$ cat src/rtl/l1ms_pkg.sv
// l1ms_pkg: shared types and constants for the l1 medoid select block
// no dependencies; used by l1ms_cell and l1_medoid_select_top
package l1ms_pkg;

  localparam int MAX_POINTS_DEF = 256;
  localparam int COORD_W        = 32;
  localparam int TAG_W          = 16;
  localparam int SCORE_W        = 43;
  localparam int ADIFF_W        = COORD_W + 1;
  localparam int DSUM_W         = COORD_W + 2;
  localparam int DRAIN_W        = 2;

  // three absolute differences must settle through the cell pipeline before the token
  localparam logic [DRAIN_W-1:0] DRAIN_LAST = DRAIN_W'(3);

  typedef struct packed {
    logic signed [COORD_W-1:0] point_x;
    logic signed [COORD_W-1:0] point_y;
    logic signed [COORD_W-1:0] point_z;
    logic        [TAG_W-1:0]   point_tag;
    logic                      last_point;
  } point_t;

  typedef struct packed {
    logic [TAG_W-1:0]   best_tag;
    logic [SCORE_W-1:0] best_score;
    logic               overflow;
  } result_t;

  typedef struct packed {
    logic signed [COORD_W-1:0] x;
    logic signed [COORD_W-1:0] y;
    logic signed [COORD_W-1:0] z;
  } vec_t;

  typedef struct packed {
    vec_t             pos;
    logic [TAG_W-1:0] tag;
  } stored_t;

  // control part of the minimum token that runs down the chain
  typedef struct packed {
    logic valid;
    logic have;
  } tok_ctl_t;

  typedef enum logic [2:0] {
    ST_IDLE,
    ST_STREAM,
    ST_DRAIN,
    ST_CHAIN,
    ST_RESULT
  } state_t;

endpackage

$ cat src/rtl/l1ms_cell.sv
// l1ms_cell: one cell of the chain, holds one point and its running l1 sum
// depends on l1ms_pkg
module l1ms_cell #(
  parameter int CELL_IDX   = 0,
  parameter int IDX_W      = 8,
  parameter int CNT_W      = 9,
  parameter int SUM_W      = 42
) (
  input  logic                clk,
  input  logic                rst,
  input  logic                clear,
  input  logic [CNT_W-1:0]    n,
  input  logic                wr_en,
  input  logic [IDX_W-1:0]    wr_idx,
  input  l1ms_pkg::vec_t      wr_pos,
  input  logic                s_in_valid,
  input  l1ms_pkg::vec_t      s_in_pos,
  output logic                s_out_valid,
  output l1ms_pkg::vec_t      s_out_pos,
  input  l1ms_pkg::tok_ctl_t  tok_in_ctl,
  input  logic [SUM_W-1:0]    tok_in_sum,
  input  logic [IDX_W-1:0]    tok_in_idx,
  output l1ms_pkg::tok_ctl_t  tok_out_ctl,
  output logic [SUM_W-1:0]    tok_out_sum,
  output logic [IDX_W-1:0]    tok_out_idx
);

  l1ms_pkg::vec_t                   own;
  logic [l1ms_pkg::ADIFF_W-1:0]     ad_x, ad_y, ad_z;
  logic [l1ms_pkg::ADIFF_W-1:0]     s1_x, s1_y, s1_z;
  logic                             s1_valid;
  logic [l1ms_pkg::DSUM_W-1:0]      s2_sum;
  logic                             s2_valid;
  logic [SUM_W-1:0]                 acc;
  logic                             in_set;
  logic                             take;

  function automatic logic [l1ms_pkg::ADIFF_W-1:0] abs_diff(
    input logic signed [l1ms_pkg::COORD_W-1:0] a,
    input logic signed [l1ms_pkg::COORD_W-1:0] b
  );
    logic [l1ms_pkg::ADIFF_W-1:0] d;
    d = {a[l1ms_pkg::COORD_W-1], a} - {b[l1ms_pkg::COORD_W-1], b};
    return d[l1ms_pkg::ADIFF_W-1] ? (~d + 1'b1) : d;
  endfunction

  // own point, written while loading
  always_ff @(posedge clk) begin
    if (wr_en && (wr_idx == IDX_W'(CELL_IDX))) begin
      own <= wr_pos;
    end
  end

  // stream passes to the neighbour every cycle
  always_ff @(posedge clk) begin
    if (rst) begin
      s_out_valid <= 1'b0;
    end else begin
      s_out_valid <= s_in_valid;
    end
    s_out_pos <= s_in_pos;
  end

  assign ad_x = abs_diff(own.x, s_in_pos.x);
  assign ad_y = abs_diff(own.y, s_in_pos.y);
  assign ad_z = abs_diff(own.z, s_in_pos.z);

  // abs differences, then their sum, then accumulate
  always_ff @(posedge clk) begin
    if (rst) begin
      s1_valid <= 1'b0;
      s2_valid <= 1'b0;
    end else begin
      s1_valid <= s_in_valid;
      s2_valid <= s1_valid;
    end
    s1_x   <= ad_x;
    s1_y   <= ad_y;
    s1_z   <= ad_z;
    s2_sum <= l1ms_pkg::DSUM_W'(s1_x) + l1ms_pkg::DSUM_W'(s1_y) + l1ms_pkg::DSUM_W'(s1_z);
  end

  always_ff @(posedge clk) begin
    if (clear) begin
      acc <= '0;
    end else if (s2_valid) begin
      acc <= acc + SUM_W'(s2_sum);
    end
  end

  // cell takes part only if it holds a point of this set; strict less keeps the earliest
  assign in_set = (n > CNT_W'(CELL_IDX));
  assign take   = in_set && (!tok_in_ctl.have || (acc < tok_in_sum));

  always_ff @(posedge clk) begin
    if (rst) begin
      tok_out_ctl <= '0;
    end else begin
      tok_out_ctl.valid <= tok_in_ctl.valid;
      tok_out_ctl.have  <= tok_in_ctl.have || take;
    end
    if (take) begin
      tok_out_sum <= acc;
      tok_out_idx <= IDX_W'(CELL_IDX);
    end else begin
      tok_out_sum <= tok_in_sum;
      tok_out_idx <= tok_in_idx;
    end
  end

endmodule

$ cat config.mk
export PLATFORM = sky130hd
export DESIGN_NAME = l1ms_cell
export DESIGN_NICKNAME = d
export VERILOG_FILES = /design/src/rtl/l1ms_pkg.sv /design/src/rtl/l1ms_cell.sv
export SDC_FILE = /design/constraint.sdc
export NUM_CORES = 1
export LEC_CHECK = 0
export ABC_CLOCK_PERIOD_IN_PS = 22000
export BUFFER_PORTS_ARGS = -buffer_cell sky130_fd_sc_hd__buf_2
export CAP_MARGIN = 20
export CELL_PAD_IN_SITES_DETAIL_PLACEMENT = 1
export CELL_PAD_IN_SITES_GLOBAL_PLACEMENT = 1
export CORE_ASPECT_RATIO = 0.5
export CORE_UTILIZATION = 40
export DETAILED_ROUTE_END_ITERATION = 6
export PLACE_DENSITY_LB_ADDON = 0.2
export RECOVER_POWER = 25
export SLEW_MARGIN = 20
export SYNTH_ARGS = -nofsm -noshare
export SYNTH_HDL_FRONTEND = slang
export SYNTH_SLANG_ARGS = --single-unit
$ cat constraint.sdc
create_clock -name clk -period 22 [get_ports clk]
set_input_delay 5.5 -clock clk [delete_from_list [all_inputs] [get_ports clk]]
set_output_delay 5.5 -clock clk [all_outputs]
set_load 0.01 [all_outputs]
==> results.yml <==
timing:
  clock_skew_ns: 0.0168
  finalHoldViolCount: 0
  tns_ns: 0
  min_period_ns: 8.96
  rsz0062_at_grt: "no"
  final.period_utilization_pct: 40.7
  slew_headroom_pct: 34.2
  finalSetupViolCount: 0
  setup_slack_ns: 13.04
  timing.hold.ws_ns: 0.495
  worst_pin_slew_ns: 0.975
  drv_slew: 0
  fmax_mhz: 112
finish:
  nNetsFinal: 3546
  drive_above_1_share_pct: 15.6
  design_area_sq_mm: 0.0286
  mostFrequentLayoutCells: "buf_2 (356), dfxtp_1 (324), inv_1 (213)"
  layout_commonest_cell: "buf_2"
  final_util_pct: 47.9
  area_growth_pct: 17.5
  final_cells: 3885
synthesis:
  synth_warnings: 0
  synthAdderAreaFrac_pct: 13.7
  synth-compound-area-share_pct: 18.1
  synth_mux_area_share_pct: 1.03
  ys_ff_latch: 421
  synth_nets: 3166
  synthXorXnorAreaFrac_pct: 7.22
  synth_cell_type_count: 78
  ys_dominant_reg_cell: "dfxtp_1"
  synth_top_family_by_area: "compound AO/OA/AOI/OAI gates"
  synthCells: 2656
  yosys.area_share.simple_pct: 16.8
  netlist_area_sq_mm: 0.0244
  async_reset_ff_share_pct: 0
  ys_seq_area_share_pct: 38.5
  syn_area_per_cell_sq_um: 9.18
  synth_edf_count: 96
clock_tree:
  clkTransAtPathRegs_ns: 0.07
  cts_made_buffers: 43
  cts_tree: "built"
  h-tree-depth: 2
  root_buffer: "clkbuf_16"
  cts_max_path_buffers: 3
  ctsResizeCount: 0
  post_cts_buffers: 0
  clk-insertion-delay-late_ns: 0.57
  cts_sinks: 421
  holdBufCountCts: 0
global_route:
  grt_overflow: 0
  grt_usage_pct: 23.0
  grt_pass1_wl_microns: 114000
  grt_max_degree: 87
  grt_pass1_vias: 20900
  antenna_found_initial: 5
worst_setup_path:
  startpoint_type: "primary input"
  arrival_ns: 9.41
  criticalPathCategory: "primary input to flop"
  worstPathRequired_ns: 22.45
  critPathCaptureType: "flop"
  path_max_fanout: 5
route:
  vias_per_cell: 5.42
  wl_per_cell_microns: 18.7
  post-route-drc-count: 0
  wirelength_microns: 72700
  antenna_left: 0
  vias: 21100
  drt_iter0_markers: 1153
  drtPass1Iterations: 6
hold_path:
  hp-class: "flop to flop"
floorplanning:
  die-width_microns: 351
  die-height_microns: 177
  io_pins: 415
  die_area_sq_mm: 0.0620
  core_sq_mm: 0.0597
  initial_core_util_pct: 40.8
  rows: 63
power_and_ir_drop:
  total_power_mw: 2.65
  p_per_area_mw_per_mm2: 92.7
  p_leak_nw: 12.8
  vdd_ir_drop_max_uv: 57.9
place:
  place_ws_ns: 12.50
  dp.cells: 3803
  place_hpwl_microns: 56300
  place_congestion: 0.878
  port_buffers: 414
  post_dp_cell_area_sq_mm: 0.0273
flow_run:
  drv_cap: 0
run_status:
  run_status: "finished, final reports clean"
kinds of logic (layout without fill, tap and decap cells):
family	count (synthesis)	in the layout
xor gates and xnor gates	201	201
muxes	25	25
other	0	4
DFF	421	421
buffers and inverters	303	716
and+or+nand+nor	789	789
AOI/OAI and AO/OA	673	673
adders and majority gates	244	244
worst paths after layout:
check                                          from                  end  slack [ns]  depth (start not counted)
worst max register to register      s1_z[1]$_DFF_P_   s2_sum[33]$_DFF_P_       17.00                         15
worst min register to register  s1_valid$_SDFF_PP0_  s2_valid$_SDFF_PP0_        0.50                          1
worst max-delay path                    s_in_pos[0]     s1_z[30]$_DFF_P_       13.04                         14
worst min-delay path            s1_valid$_SDFF_PP0_  s2_valid$_SDFF_PP0_        0.50                          1
sequential cells by signal (all words and copies together), names as in the netlist:
signal,cells
tok_out_ctl,2
tok_out_idx,8
s2_sum,34
acc,42
tok_out_sum,42
s1_valid,1
s1_z,33
s1_y,33
s2_valid,1
s_out_pos,96
own,96
s1_x,33
cell usage after synthesis, drive strengths merged, types with 79 or more instances:
library cell / instances / area, sq um
nor2: 152 / 573
dfxtp: 325 / 6510
o21ai: 125 / 626
inv: 213 / 800
nand4: 115 / 719
nand3: 98 / 490
a21o: 79 / 593
a21oi: 194 / 971
edfxtp: 96 / 2880
clkbuf: 85 / 319
nand2: 164 / 616
xnor2: 130 / 1140
ha: 206 / 2580
power by group:
| group | internal [mW] | switching [mW] | total [mW] |
|---|---|---|---|
| registers | 0.896 | 0.0801 | 0.976 |
| logic | 0.392 | 0.520 | 0.912 |
| clock network | 0.439 | 0.328 | 0.766 |
layout make-up:
type | instances | area [sq um]
Clock inverter | 22 | 221
Sequential cell | 421 | 9390
Timing Repair Buffer | 425 | 2080
Antenna cell | 4 | 10.0
Clock buffer | 56 | 1220
Fill cell | 7121 | 31100
Multi-Input combinational cell | 1932 | 13900
Inverter | 213 | 800
Tap cell | 812 | 1020
worst max-delay path, stage by stage:
cell	delay, ns
buf_2	0.11
ha_1	0.21
fa_1	0.42
nor2b_1	0.17
o2111ai_1	0.15
and3_1	0.21
o31ai_1	0.65
or2_2	0.24
o311ai_0	0.20
nor4_1	0.29
nand2_1	0.14
nor4_1	0.76
a21oi_1	0.20
xnor2_1	0.16
layer usage:
layer | global-route usage, % | routed length [microns] | vias to the layer above
li1 | - | - | 10400
met4 | 3.93 | 977 | 2
met2 | 37.3 | 32800 | 408
met5 | 0 | 13 | -
met1 | 32.6 | 35600 | 10200
met3 | 3.53 | 3370 | 69
Power figures use the tool's default switching activity.
